==> src/rtl/gdsii_record_deframer_top_macros.svh <==
// assertion macros for the gdsii record deframer
`ifndef GDSII_RECORD_DEFRAMER_TOP_MACROS_SVH
`define GDSII_RECORD_DEFRAMER_TOP_MACROS_SVH

// same-cycle implication, held off during reset
`define GDRD_ASSERT_SAME(label, clk, rst_n, ante, cons, msg) \
    label: assert property (@(posedge clk) disable iff (!(rst_n)) (ante) |-> (cons)) \
        else $error(msg);

// next-cycle implication, held off during reset
`define GDRD_ASSERT_NEXT(label, clk, rst_n, ante, cons, msg) \
    label: assert property (@(posedge clk) disable iff (!(rst_n)) (ante) |=> (cons)) \
        else $error(msg);

`endif

==> src/rtl/gdrd_pkg.sv <==
// shared types and constants for the gdsii record deframer
`timescale 1ns / 1ps
package gdrd_pkg;

    localparam int DEF_OFFSET_WIDTH = 40;
    localparam int OUT_OFFSET_W     = 40;
    localparam int CFG_SIZE_W       = 40;
    localparam int APB_DATA_W       = 64;
    localparam int APB_ADDR_W       = 4;
    localparam int REG_SEL_BIT      = 3;

    localparam logic REG_STREAM_SIZE = 1'b0;

    localparam logic [15:0] HDR_BYTES = 16'd4;
    localparam logic [15:0] PAD_BYTES = 16'd2;

    localparam logic [1:0] KIND_HEADER  = 2'd0;
    localparam logic [1:0] KIND_PAYLOAD = 2'd1;
    localparam logic [1:0] KIND_ERROR   = 2'd2;
    localparam logic [1:0] KIND_PADDING = 2'd3;

    localparam logic [2:0] FAULT_NONE      = 3'd0;
    localparam logic [2:0] FAULT_TRUNCATED = 3'd1;
    localparam logic [2:0] FAULT_SHORT_LEN = 3'd2;
    localparam logic [2:0] FAULT_ODD_LEN   = 3'd3;
    localparam logic [2:0] FAULT_OVERRUN   = 3'd4;

    localparam logic [1:0] PH_HEADER  = 2'd0;
    localparam logic [1:0] PH_PAYLOAD = 2'd1;
    localparam logic [1:0] PH_HALT    = 2'd2;

    typedef struct packed {
        logic [1:0]              item_kind;
        logic [OUT_OFFSET_W-1:0] record_offset;
        logic [15:0]             record_length;
        logic [7:0]              record_kind;
        logic [7:0]              payload_format;
        logic [7:0]              payload_value;
        logic                    last_of_record;
        logic                    last_of_stream;
        logic [2:0]              fault_code;
    } t_result;

endpackage

==> src/rtl/gdrd_apb_regs.sv <==
// apb register file holding the stream size
`timescale 1ns / 1ps
module gdrd_apb_regs
    import gdrd_pkg::*;
#(
    parameter int OFFSET_WIDTH = DEF_OFFSET_WIDTH
) (
    input  logic                    i_clk,
    input  logic                    i_rst_n,
    input  logic                    psel,
    input  logic                    penable,
    input  logic                    pwrite,
    input  logic [APB_ADDR_W-1:0]   paddr,
    input  logic [APB_DATA_W-1:0]   pwdata,
    output logic [APB_DATA_W-1:0]   prdata,
    output logic                    pready,
    output logic [OFFSET_WIDTH-1:0] o_stream_size
);

    logic [OFFSET_WIDTH-1:0] r_stream_size;
    logic                    wr_en;
    logic                    sel_size;

    assign pready   = 1'b1;
    assign sel_size = (paddr[REG_SEL_BIT] == REG_STREAM_SIZE);
    assign wr_en    = psel && penable && pwrite && pready && sel_size;

    always_ff @(posedge i_clk) begin
        if (!i_rst_n) begin
            r_stream_size <= '0;
        end else if (wr_en) begin
            r_stream_size <= OFFSET_WIDTH'(pwdata[CFG_SIZE_W-1:0]);
        end
    end

    assign prdata        = sel_size ? APB_DATA_W'(r_stream_size) : '0;
    assign o_stream_size = r_stream_size;

endmodule

==> src/rtl/gdrd_in_stage.sv <==
// input register for incoming stream bytes
`timescale 1ns / 1ps
module gdrd_in_stage (
    input  logic       i_clk,
    input  logic       i_rst_n,
    input  logic       i_valid,
    input  logic [7:0] i_data_byte,
    input  logic       i_take,
    output logic       o_stall,
    output logic       o_valid,
    output logic [7:0] o_data
);

    logic       r_valid;
    logic       n_valid;
    logic [7:0] r_data;
    logic       accept;

    assign o_stall = r_valid && !i_take;
    assign accept  = i_valid && !o_stall;

    always_comb begin
        n_valid = r_valid;
        if (accept) begin
            n_valid = 1'b1;
        end else if (i_take) begin
            n_valid = 1'b0;
        end
    end

    always_ff @(posedge i_clk) begin
        if (!i_rst_n) begin
            r_valid <= 1'b0;
        end else begin
            r_valid <= n_valid;
        end
    end

    always_ff @(posedge i_clk) begin
        if (accept) begin
            r_data <= i_data_byte;
        end
    end

    assign o_valid = r_valid;
    assign o_data  = r_data;

endmodule

==> src/rtl/gdrd_parser.sv <==
// record parser state and per-byte decode
`timescale 1ns / 1ps
module gdrd_parser
    import gdrd_pkg::*;
#(
    parameter int OFFSET_WIDTH = DEF_OFFSET_WIDTH
) (
    input  logic                    i_clk,
    input  logic                    i_rst_n,
    input  logic                    i_valid,
    input  logic [7:0]              i_data,
    input  logic                    i_out_free,
    input  logic [OFFSET_WIDTH-1:0] i_stream_size,
    output logic                    o_take,
    output logic                    o_res_valid,
    output t_result                 o_res
);

    logic [OFFSET_WIDTH-1:0] r_pos, n_pos;
    logic [OFFSET_WIDTH-1:0] r_record_start, n_record_start;
    logic [23:0]             r_hs, n_hs;
    logic [15:0]             r_bir, n_bir;
    logic [15:0]             r_cur_len, n_cur_len;
    logic [1:0]              r_phase, n_phase;

    logic [OFFSET_WIDTH-1:0] rs;
    logic [OFFSET_WIDTH-1:0] remaining;
    logic [OFFSET_WIDTH-1:0] next_pos;
    logic [63:0]             rs_wide;
    logic [15:0]             len_hdr;
    logic [15:0]             bir_inc;
    logic                    last_pay;

    assign o_take = i_valid && i_out_free;

    always_comb begin
        rs        = (r_bir == '0) ? r_pos : r_record_start;
        remaining = (i_stream_size > rs) ? (i_stream_size - rs) : '0;
        next_pos  = r_pos + OFFSET_WIDTH'(1);
        rs_wide   = 64'(rs);
        len_hdr   = r_hs[23:8];
        bir_inc   = r_bir + 16'd1;
        last_pay  = (bir_inc >= r_cur_len);

        n_pos          = r_pos;
        n_record_start = r_record_start;
        n_hs           = r_hs;
        n_bir          = r_bir;
        n_cur_len      = r_cur_len;
        n_phase        = r_phase;

        o_res_valid         = 1'b0;
        o_res               = '0;
        o_res.record_offset = rs_wide[OUT_OFFSET_W-1:0];

        if (o_take) begin
            case (r_phase)
                PH_PAYLOAD: begin
                    n_pos                = next_pos;
                    n_bir                = last_pay ? 16'd0 : bir_inc;
                    n_phase              = last_pay ? PH_HEADER : PH_PAYLOAD;
                    o_res_valid          = 1'b1;
                    o_res.item_kind      = KIND_PAYLOAD;
                    o_res.record_length  = r_cur_len;
                    o_res.record_kind    = r_hs[15:8];
                    o_res.payload_format = r_hs[7:0];
                    o_res.payload_value  = i_data;
                    o_res.last_of_record = last_pay;
                    o_res.last_of_stream = (next_pos == i_stream_size);
                end
                PH_HEADER: begin
                    if (!(r_bir == '0 && r_pos >= i_stream_size)) begin
                        n_record_start = rs;
                        if (remaining < OFFSET_WIDTH'(HDR_BYTES)) begin
                            if (remaining == OFFSET_WIDTH'(PAD_BYTES) && r_bir == 16'd0) begin
                                n_hs  = 24'(i_data);
                                n_bir = 16'd1;
                                n_pos = next_pos;
                            end else if (remaining == OFFSET_WIDTH'(PAD_BYTES) &&
                                         r_bir == 16'd1 && r_hs == '0 && i_data == '0) begin
                                n_pos                = next_pos;
                                n_bir                = 16'd0;
                                n_hs                 = '0;
                                o_res_valid          = 1'b1;
                                o_res.item_kind      = KIND_PADDING;
                                o_res.last_of_stream = 1'b1;
                            end else begin
                                n_phase          = PH_HALT;
                                o_res_valid      = 1'b1;
                                o_res.item_kind  = KIND_ERROR;
                                o_res.fault_code = FAULT_TRUNCATED;
                            end
                        end else begin
                            n_pos = next_pos;
                            if (r_bir < (HDR_BYTES - 16'd1)) begin
                                n_hs  = {r_hs[15:0], i_data};
                                n_bir = bir_inc;
                            end else if (len_hdr < HDR_BYTES) begin
                                n_phase          = PH_HALT;
                                o_res_valid      = 1'b1;
                                o_res.item_kind  = KIND_ERROR;
                                o_res.fault_code = FAULT_SHORT_LEN;
                            end else if (len_hdr[0]) begin
                                n_phase          = PH_HALT;
                                o_res_valid      = 1'b1;
                                o_res.item_kind  = KIND_ERROR;
                                o_res.fault_code = FAULT_ODD_LEN;
                            end else if (OFFSET_WIDTH'(len_hdr) > remaining) begin
                                n_phase          = PH_HALT;
                                o_res_valid      = 1'b1;
                                o_res.item_kind  = KIND_ERROR;
                                o_res.fault_code = FAULT_OVERRUN;
                            end else begin
                                n_cur_len            = len_hdr;
                                n_hs                 = {8'd0, r_hs[7:0], i_data};
                                n_bir                = (len_hdr == HDR_BYTES) ? 16'd0 : HDR_BYTES;
                                n_phase              = (len_hdr == HDR_BYTES) ? PH_HEADER
                                                                              : PH_PAYLOAD;
                                o_res_valid          = 1'b1;
                                o_res.item_kind      = KIND_HEADER;
                                o_res.record_length  = len_hdr;
                                o_res.record_kind    = r_hs[7:0];
                                o_res.payload_format = i_data;
                                o_res.last_of_record = (len_hdr == HDR_BYTES);
                                o_res.last_of_stream = (len_hdr == HDR_BYTES) &&
                                                       (next_pos == i_stream_size);
                            end
                        end
                    end
                end
                default: begin
                    n_phase = r_phase;
                end
            endcase
        end
    end

    always_ff @(posedge i_clk) begin
        if (!i_rst_n) begin
            r_pos          <= '0;
            r_record_start <= '0;
            r_hs           <= '0;
            r_bir          <= '0;
            r_cur_len      <= '0;
            r_phase        <= PH_HEADER;
        end else begin
            r_pos          <= n_pos;
            r_record_start <= n_record_start;
            r_hs           <= n_hs;
            r_bir          <= n_bir;
            r_cur_len      <= n_cur_len;
            r_phase        <= n_phase;
        end
    end

endmodule

==> src/rtl/gdrd_out_stage.sv <==
// result register toward the output channel
`timescale 1ns / 1ps
module gdrd_out_stage
    import gdrd_pkg::*;
(
    input  logic    i_clk,
    input  logic    i_rst_n,
    input  logic    i_load,
    input  t_result i_res,
    input  logic    i_stall,
    output logic    o_free,
    output logic    o_valid,
    output t_result o_res
);

    logic    r_valid;
    logic    n_valid;
    t_result r_res;

    assign o_free = !r_valid || !i_stall;

    always_comb begin
        n_valid = r_valid;
        if (o_free) begin
            n_valid = i_load;
        end
    end

    always_ff @(posedge i_clk) begin
        if (!i_rst_n) begin
            r_valid <= 1'b0;
        end else begin
            r_valid <= n_valid;
        end
    end

    always_ff @(posedge i_clk) begin
        if (i_load && o_free) begin
            r_res <= i_res;
        end
    end

    assign o_valid = r_valid;
    assign o_res   = r_res;

endmodule

==> src/rtl/gdsii_record_deframer_top.sv <==
// top level of the gdsii record deframer
`timescale 1ns / 1ps
// Takes one stream byte per cycle while the output is not stalled and returns
// at most one result per byte: a header result when the fourth header byte
// arrives, one result per payload byte, a padding result for two zero bytes
// exactly at the stream end, or one error result after which every byte is
// dropped until reset. A byte passes through an input register and the parser
// decode into a result register, so a result is registered when the parser
// takes its byte; the sustained rate is one byte per cycle and only output
// stall slows it. Bytes that arrive after the stream end and the first three
// bytes of each header are consumed without a result. The stream size register
// lies at byte addresses 0 to 7 and must be written while no byte is in flight.
`include "gdsii_record_deframer_top_macros.svh"
module gdsii_record_deframer_top
    import gdrd_pkg::*;
#(
    parameter int OFFSET_WIDTH = DEF_OFFSET_WIDTH
) (
    input  logic                    i_clk,
    input  logic                    i_rst_n,
    input  logic                    psel,
    input  logic                    penable,
    input  logic                    pwrite,
    input  logic [APB_ADDR_W-1:0]   paddr,
    input  logic [APB_DATA_W-1:0]   pwdata,
    output logic [APB_DATA_W-1:0]   prdata,
    output logic                    pready,
    input  logic                    i_valid,
    output logic                    o_stall,
    input  logic [7:0]              i_data_byte,
    output logic                    o_valid,
    input  logic                    i_stall,
    output logic [1:0]              o_item_kind,
    output logic [OUT_OFFSET_W-1:0] o_record_offset,
    output logic [15:0]             o_record_length,
    output logic [7:0]              o_record_kind,
    output logic [7:0]              o_payload_format,
    output logic [7:0]              o_payload_value,
    output logic                    o_last_of_record,
    output logic                    o_last_of_stream,
    output logic [2:0]              o_fault_code
);

    logic [OFFSET_WIDTH-1:0] stream_size;
    logic                    in_valid;
    logic [7:0]              in_data;
    logic                    take;
    logic                    out_free;
    logic                    res_valid;
    t_result                 res;
    t_result                 out_res;

    gdrd_apb_regs #(
        .OFFSET_WIDTH(OFFSET_WIDTH)
    ) u_regs (
        .i_clk         (i_clk),
        .i_rst_n       (i_rst_n),
        .psel          (psel),
        .penable       (penable),
        .pwrite        (pwrite),
        .paddr         (paddr),
        .pwdata        (pwdata),
        .prdata        (prdata),
        .pready        (pready),
        .o_stream_size (stream_size)
    );

    gdrd_in_stage u_in (
        .i_clk       (i_clk),
        .i_rst_n     (i_rst_n),
        .i_valid     (i_valid),
        .i_data_byte (i_data_byte),
        .i_take      (take),
        .o_stall     (o_stall),
        .o_valid     (in_valid),
        .o_data      (in_data)
    );

    gdrd_parser #(
        .OFFSET_WIDTH(OFFSET_WIDTH)
    ) u_parser (
        .i_clk         (i_clk),
        .i_rst_n       (i_rst_n),
        .i_valid       (in_valid),
        .i_data        (in_data),
        .i_out_free    (out_free),
        .i_stream_size (stream_size),
        .o_take        (take),
        .o_res_valid   (res_valid),
        .o_res         (res)
    );

    gdrd_out_stage u_out (
        .i_clk   (i_clk),
        .i_rst_n (i_rst_n),
        .i_load  (res_valid),
        .i_res   (res),
        .i_stall (i_stall),
        .o_free  (out_free),
        .o_valid (o_valid),
        .o_res   (out_res)
    );

    assign o_item_kind      = out_res.item_kind;
    assign o_record_offset  = out_res.record_offset;
    assign o_record_length  = out_res.record_length;
    assign o_record_kind    = out_res.record_kind;
    assign o_payload_format = out_res.payload_format;
    assign o_payload_value  = out_res.payload_value;
    assign o_last_of_record = out_res.last_of_record;
    assign o_last_of_stream = out_res.last_of_stream;
    assign o_fault_code     = out_res.fault_code;

    `GDRD_ASSERT_SAME(a_error_has_code, i_clk, i_rst_n, o_valid && o_item_kind == KIND_ERROR, o_fault_code != FAULT_NONE, "error item without fault code")
    `GDRD_ASSERT_NEXT(a_halt_after_error, i_clk, i_rst_n, o_valid && !i_stall && o_item_kind == KIND_ERROR, !o_valid, "item delivered after an error")
    `GDRD_ASSERT_SAME(a_padding_ends_stream, i_clk, i_rst_n, o_valid && o_item_kind == KIND_PADDING, o_last_of_stream && !o_last_of_record, "padding item not at stream end")
    `GDRD_ASSERT_SAME(a_stall_needs_full_input, i_clk, i_rst_n, o_stall, in_valid && !out_free, "input stalled with room to advance")

endmodule

==> config.mk <==
export PLATFORM = sky130hd
export DESIGN_NAME = gdsii_record_deframer_top
export DESIGN_NICKNAME = d
export VERILOG_FILES = /design/src/rtl/gdrd_pkg.sv /design/src/rtl/gdrd_apb_regs.sv /design/src/rtl/gdrd_in_stage.sv /design/src/rtl/gdrd_parser.sv /design/src/rtl/gdrd_out_stage.sv /design/src/rtl/gdsii_record_deframer_top.sv
export VERILOG_INCLUDE_DIRS = /design/src /design/src/rtl
export SDC_FILE = /design/constraint.sdc
export NUM_CORES = 1
export LEC_CHECK = 0
export BUFFER_PORTS_ARGS = -buffer_cell sky130_fd_sc_hd__buf_2
export CAP_MARGIN = 10
export CORE_MARGIN = 2
export CORE_UTILIZATION = 30
export DETAILED_ROUTE_END_ITERATION = 8
export PLACE_DENSITY_LB_ADDON = 0.05
export SLEW_MARGIN = 10
export SYNTH_ARGS = -nofsm -noshare
export SYNTH_HDL_FRONTEND = slang
export SYNTH_HIERARCHICAL = 1
export SYNTH_SLANG_ARGS = --single-unit
export TNS_END_PERCENT = 1
==> constraint.sdc <==
create_clock -name i_clk -period 9.25 [get_ports i_clk]
set_input_delay 1.85 -clock i_clk [delete_from_list [all_inputs] [get_ports i_clk]]
set_output_delay 1.85 -clock i_clk [all_outputs]
set_load 0.01 [all_outputs]
# After elaboration in Yosys (flattened, before gate mapping)
# Cells that the tools add are included.
dict set report totals {
  ff_bits 274
  latchBits 0
  ram_bits 0
  mem_bits_ro 0
  out_inout_bits 154
  word_cells 164
  n_memories 0
}
dict set report op_classes {
  addsub 3
  multipliers 0
  div_mod_pow 0
  order_cmp 7
  eq_ne 17
  n_shift 0
  n_mux 75
  bitwise_logic 9
  reduce_logical 33
}
# op count
set op_table {}
lappend op_table {{2-to-1 mux 40 bit} 7}
lappend op_table {{2-to-1 mux 32 bit} 6}
lappend op_table {{2-to-1 mux 24 bit} 7}
lappend op_table {{2-to-1 mux 16 bit} 9}
lappend op_table {{one-hot mux 40 bit (2 select lines)} 1}
lappend op_table {{one-hot mux 32 bit (2 select lines)} 1}
lappend op_table {{adder 40 x 1 -> 40 bit, second input constant} 1}
lappend op_table {{== test 40 x 2 -> 1 bit, second input constant} 1}
lappend op_table {{== test 40 bit} 1}
lappend op_table {{>= comparator 40 bit} 1}
lappend op_table {{greater-than comparator 16 x 40 -> 1 bit} 1}
lappend op_table {{greater-than comparator 40 bit} 1}
lappend op_table {{less-than comparator 40 x 3 -> 1 bit, second input constant} 1}
lappend op_table {{subtractor 40 bit} 1}
lappend op_table {{2-to-1 mux 2 bit} 18}
lappend op_table {{one-hot mux 16 bit (2 select lines)} 1}
lappend op_table {{logical NOT 24 bit} 1}
lappend op_table {{adder 16 x 1 -> 16 bit, second input constant} 1}
lappend op_table {{== test 16 x 1 -> 1 bit, second input constant} 1}
lappend op_table {{== test 16 x 3 -> 1 bit, second input constant} 1}
lappend op_table {{>= comparator 16 bit} 1}
lappend op_table {{logical NOT 16 bit} 1}
lappend op_table {{less-than comparator 16 x 2 -> 1 bit, second input constant} 1}
lappend op_table {{less-than comparator 16 x 3 -> 1 bit, second input constant} 1}
lappend op_table {{other kinds (28)} 78}

# Depth between registers and ports, before layout
dict set report depth {
  word_depth 13
  mapped_depth 36
}

# Hierarchy
# The synthesis kept the hierarchy.
# mod instances cells_per_inst area_per_inst_um2
set modules_own_cells {}
lappend modules_own_cells {gdrd_parser 1 1773 13324.0}
lappend modules_own_cells {gdrd_out_stage 1 92 2653.8}
lappend modules_own_cells {gdrd_apb_regs 1 246 2098.3}
lappend modules_own_cells {gdrd_in_stage 1 12 287.8}

# Least setup slack after synthesis
# No wires, ideal clock.
dict set report synth_timing {
  path_type {register -> register}
  from {register u_parser.r_bir[0]}
  to {register u_out.r_res (netlist bit u_out/o_res[0]), enable pin}
  setup_ps 455
  arrival_ps 7927
  required_ps 8795
  slack_ps 868
  path_stages_with_launch 24
  n_path_buf 3
  period_less_slack_ps 8382
  path_cell_list {dfxtp_1 > inv_1 > ha_1 > or3b_2 > nor4_1 > clkbuf_1 > clkbuf_1 > mux2i_1 > ha_1 > clkbuf_1 > and3_1 > o2bb2ai_1 > a211o_1 > maj3_1 > a2111o_1 > a31oi_1 > o2111ai_1 > nor4_1 > and4_1 > nand3_4 > nand2_2 > o21ai_0 > a21oi_1 > and2_1}
}
dict set report synth_via {
  elab_chain_cells 12
  word_cells_on_any_way 17
  cone_classes {1 x add/sub; 3 x order compare; 1 x eq/ne; 8 x mux; 4 x reduce/logical}
}
# element line
set synth_rtl {}
lappend synth_rtl {{start: declaration} gdrd_parser.sv:22} ;# logic [15:0] r_bir, n_bir;
lappend synth_rtl {{start signal: assignment} gdrd_parser.sv:150} ;# r_bir <= n_bir;
lappend synth_rtl {{branches (longest 8 deep; another with subtractor 40 bit)} --}
lappend synth_rtl {{2-to-1 mux 1 bit *} gdrd_parser.sv:72} ;# if (!(r_bir == '0 && r_pos >= i_stream_size)) begin
lappend synth_rtl {{one-hot mux 1 bit (2 select lines) *} gdrd_parser.sv:57} ;# case (r_phase)
lappend synth_rtl {{2-to-1 mux 1 bit *} gdrd_parser.sv:56} ;# if (o_take) begin
lappend synth_rtl {{net res_valid} gdsii_record_deframer_top.sv:49} ;# logic res_valid;
lappend synth_rtl {{logical AND 1 bit *} gdrd_out_stage.sv:38} ;# if (i_load && o_free) begin
lappend synth_rtl {{end signal: assignment} gdrd_out_stage.sv:39} ;# r_res <= i_res;
lappend synth_rtl {{end: declaration} gdrd_out_stage.sv:18} ;# t_result r_res;
# Mark *: on every way through the listed nets, which the timed path passes.
# A chain may end at the register's enable or synchronous reset.

==> out/summary.log <==
[sta] headroom to the max-slew limit 0.387
[sta] WHS 476 ps
[min_path] Tightest Hold Check Type flip-flop to flip-flop
[clock_tree] clock-pin transition on the worst setup and hold timing paths 60 ps
[worst_setup_path] Crit Path Class flip-flop to flip-flop
[sta] worst-margin pin slew 918 ps
[yosys] number of synthesized flops with an enable pin 95
[min_path] source of the worst hold timing path u_parser/r_cur_len[12]$_SDFFE_PN0P_
[power_and_ir_drop] Max rail drop VDD 0.144 mV
[detailed_routing] number of design rule violations left after detail routing 0
[floorplan] I/O Pins 237
[place] Post-DP HPWL 44.6 mm
[min_path] Hold Path End u_parser/r_cur_len[12]$_SDFFE_PN0P_
[sta] max-slew violations 0
[floorplan] Starting Density 0.304
[clock_tree] sinks on the clock net 274
[sta] final critical path time including I/O delays and setup 7970 ps
[global_routing] first-pass GRT wire length 90.4 mm
[worst_setup_path] critical path's most frequent cell o21a_1
[finish] FILL cells 6383
[sta] final critical-path share of the clock period 0.862
[global_routing] gr usage total 0.183
[power_and_ir_drop] static leakage power 9.46 nW
[sta] setup repair after global routing missed its margin false
[worst_setup_path] biggest cell delay along the critical path 660 ps
[yosys] area of the mapped netlist 0.0184 mm^2
[detailed_routing] initial drt markers 880
[worst_setup_path] CP Data Required Time 9700 ps
[place] number of buffers inserted by port buffering 184
[yosys] number of flip-flops and latches in the synthesized netlist 274
[yosys] per-instance average area after synthesis 8.65 um^2
[floorplan] overall die width 251 um
[yosys] share of flip-flops with an asynchronous set or reset 0
[finish] final standard cell area without fillers 0.0209 mm^2
[finish] final net count 2449
[finish] layout overhead on the synthesized area 13.9%
[sta] final hold vios 0
[detailed_routing] DRT Wirelength 58.9 mm
[worst_setup_path] data arrival time of the critical path 8420 ps
[global_routing] antenna violations before repair 0
[clock_tree] TritonCTS Buffers 35
[worst_setup_path] R2R depth 32
[floorplan] die area 0.0632 mm^2
[detailed_routing] first-pass iteration count of the detailed router 5
[worst_setup_path] endpoint of the worst-slack reg-to-reg timing path u_parser/r_bir[3]$_SDFFE_PN0P_
[outcome] outcome completed
[yosys] primary flip-flop cell chosen by synthesis mapping dfxtp_1
[worst_setup_path] type of origin of the critical path flip-flop
[worst_setup_path] flop-to-flop setup slack 1280 ps
[clock_tree] TritonCTS clock tree done
[flow_run] max-cap violation count 0
[finish] Inserted Diodes 0
[power_and_ir_drop] power consumption 5.82 mW
[yosys] Unique masters post-synth 93
[clock_tree] total setup buffers inserted after CTS 0
[worst_setup_path] critical path fanouts, max 25
[finish] layout cell share with drive strength beyond 1 0.132
[clock_tree] CTS max path bufs 3
[finish] final non-filler cell total 3060
[sta] final total negative setup slack 0 ps
[min_path] Worst Hold Path Cells 2
[power_and_ir_drop] P per Cell Area 278 mW/mm^2
[place] cell total after placement 2996
[detailed_routing] post-DR vias/cell 5.13
[clock_tree] Clock Root Buffer clkbuf_16
[yosys] Cells after Synth 2123
[place] area post-placement 0.0198 mm^2
[yosys] number of warning messages in the yosys log 6
[detailed_routing] vias after detailed routing 15700
[clock_tree] worst skew pair latency 550 ps
[yosys] sequential fraction of the synthesis area 0.350
[global_routing] total congestion overflow after global routing 0
[floorplan] core area 0.0605 mm^2
[floorplan] number of placement rows 90
[sta] setup clock skew after layout 18.6 ps
[global_routing] number of global-route vias before repair 15200
[clock_tree] H-tree level count 2
[sta] FMAX 125 MHz
[clock_tree] count of hold-fix buffers inserted at cts 0
[detailed_routing] average detailed-routed wire length per instance 19.3 um
[worst_setup_path] Reg-to-Reg Start u_parser/r_bir[6]$_SDFFE_PN0P_
[worst_setup_path] slowest cell on the critical path o32ai_4
[clock_tree] number of gates given a new drive strength after cts 0
[place] Placer Congestion 0.869
[worst_setup_path] kind of capture point of the worst setup path flip-flop
[floorplan] vertical extent of the die 251 um
[global_routing] pin count of the biggest net entering global routing 82
[detailed_routing] ANT nets after route 0
[sta] number of failing setup endpoints in the final timing report 0
==> kinds of logic (layout without fill, tap and decap cells) <==
kind of cell / Yosys count / after routing / share of synthesized area
simple gates: 767 / 767 / 0.211
compound gates: 489 / 489 / 0.189
flops: 274 / 274 / 0.350
buf+inv: 270 / 402 / 0.0664
fa+ha+maj: 117 / 117 / 0.0799
xor+xnor: 114 / 114 / 0.0544
mux: 89 / 89 / 0.0485
other cells: 3 / 26 / 0.000613
==> critical path: cells and delay by family, from the launching register on <==
family                   cells  cell delay, ps
AO/OA/AOI/OAI               18            4160
adder cells (fa/ha/maj)      3             870
AND/OR/NAND/NOR              8            1950
buffers and inverters        3             460
flip-flops                   1             400
==> power by group <==
group / total, mW / internal [mW] / switching, mW
clock: 1.32 / 0.760 / 0.556
combinational: 2.89 / 1.07 / 1.83
sequential: 1.61 / 1.51 / 0.107
==> cell usage after synthesis, drive strengths merged (14+ instances only) <==
cell	count	area, um^2
o21ai	104	532
a31oi	18	119
o211a	41	410
xnor2	67	587
buf	45	372
nor2b	61	397
or2	15	93.8
nand3	69	358
mux2i	89	891
nor2	109	417
inv	138	518
a21boi	36	270
and2	32	203
nand4	40	250
xor2	47	412
a22o	46	403
ha	114	1430
a21o	29	218
clkbuf	87	329
edfxtp	95	2850
and3	28	175
nand2	255	960
dfxtp	179	3580
o21a	24	180
a211oi	14	105
a21oi	93	465
nor4	29	188
or3	32	200
nor3	52	270
==> worst max-delay path by stage <==
stage	from	to	slack, ps	depth (start not counted)
floorplan	u_parser/r_bir[0]$_SDFFE_PN0P_	u_out/o_res[0]$_DFFE_PP_	870	23
global placement	u_parser/r_bir[5]$_SDFFE_PN0P_	u_out/o_res[4]$_DFFE_PP_	1310	31
detailed placement	u_parser/r_bir[13]$_SDFFE_PN0P_	u_out/o_res[40]$_DFFE_PP_	1230	30
CTS	u_parser/r_bir[5]$_SDFFE_PN0P_	u_out/o_res[40]$_DFFE_PP_	1190	31
global route	u_parser/r_bir[13]$_SDFFE_PN0P_	u_parser/r_bir[8]$_SDFFE_PN0P_	550	31
finish	u_parser/r_bir[6]$_SDFFE_PN0P_	u_parser/r_bir[3]$_SDFFE_PN0P_	1280	32
==> cell usage in the layout, fill, tap and decap left out, drive strengths merged, types with 40 or more instances in the layout <==
master	netlist	final
a21oi	93	93
a22o	46	46
buf	45	200
clkbuf	87	50
dfxtp	179	179
edfxtp	95	95
ha	114	114
inv	138	140
mux2i	89	89
nand2	255	255
nand3	69	69
nand4	40	40
nor2	109	109
nor2b	61	61
nor3	52	52
o211a	41	41
o21ai	104	104
xnor2	67	67
xor2	47	47
==> per-stage QoR <==
step	setup slack, ps	util
global placement	1310	0.328
detailed placement	1230	0.328
global route	545	0.346
floorplan	868	-
finish	1280	0.346
CTS	1190	0.346
==> layer usage <==
layer	global-route usage	routed length [um]	vias to the layer above
met1	0.237	26700	7529
li1	-	-	7838
met3	0.0255	1770	66
met2	0.318	29100	260
met5	0	0	-
met4	0.0500	1370	0
==> sequential cells by signal, indices dropped and copies added, names as in the netlist <==
register	flops
u_in/o_valid	1
u_out/o_res	87
u_parser/r_bir	16
u_parser/r_phase	2
u_regs/o_stream_size	40
u_parser/r_cur_len	15
u_parser/r_pos	40
u_out/o_valid	1
u_parser/r_hs	24
u_in/o_data	8
u_parser/r_record_start	40
==> layout make-up <==
type | instances | area, um^2 | share of cell area
Multi-Input combinational cell | 1602 | 10800 | 0.518
Sequential cell | 274 | 6440 | 0.308
Clock buffer | 50 | 1000 | 0.0480
Tap cell | 782 | 978 | 0.0468
Inverter | 138 | 518 | 0.0248
Timing Repair Buffer | 200 | 1060 | 0.0507
Clock inverter | 14 | 90.1 | 0.00431
Power figures use the tool's default switching activity.
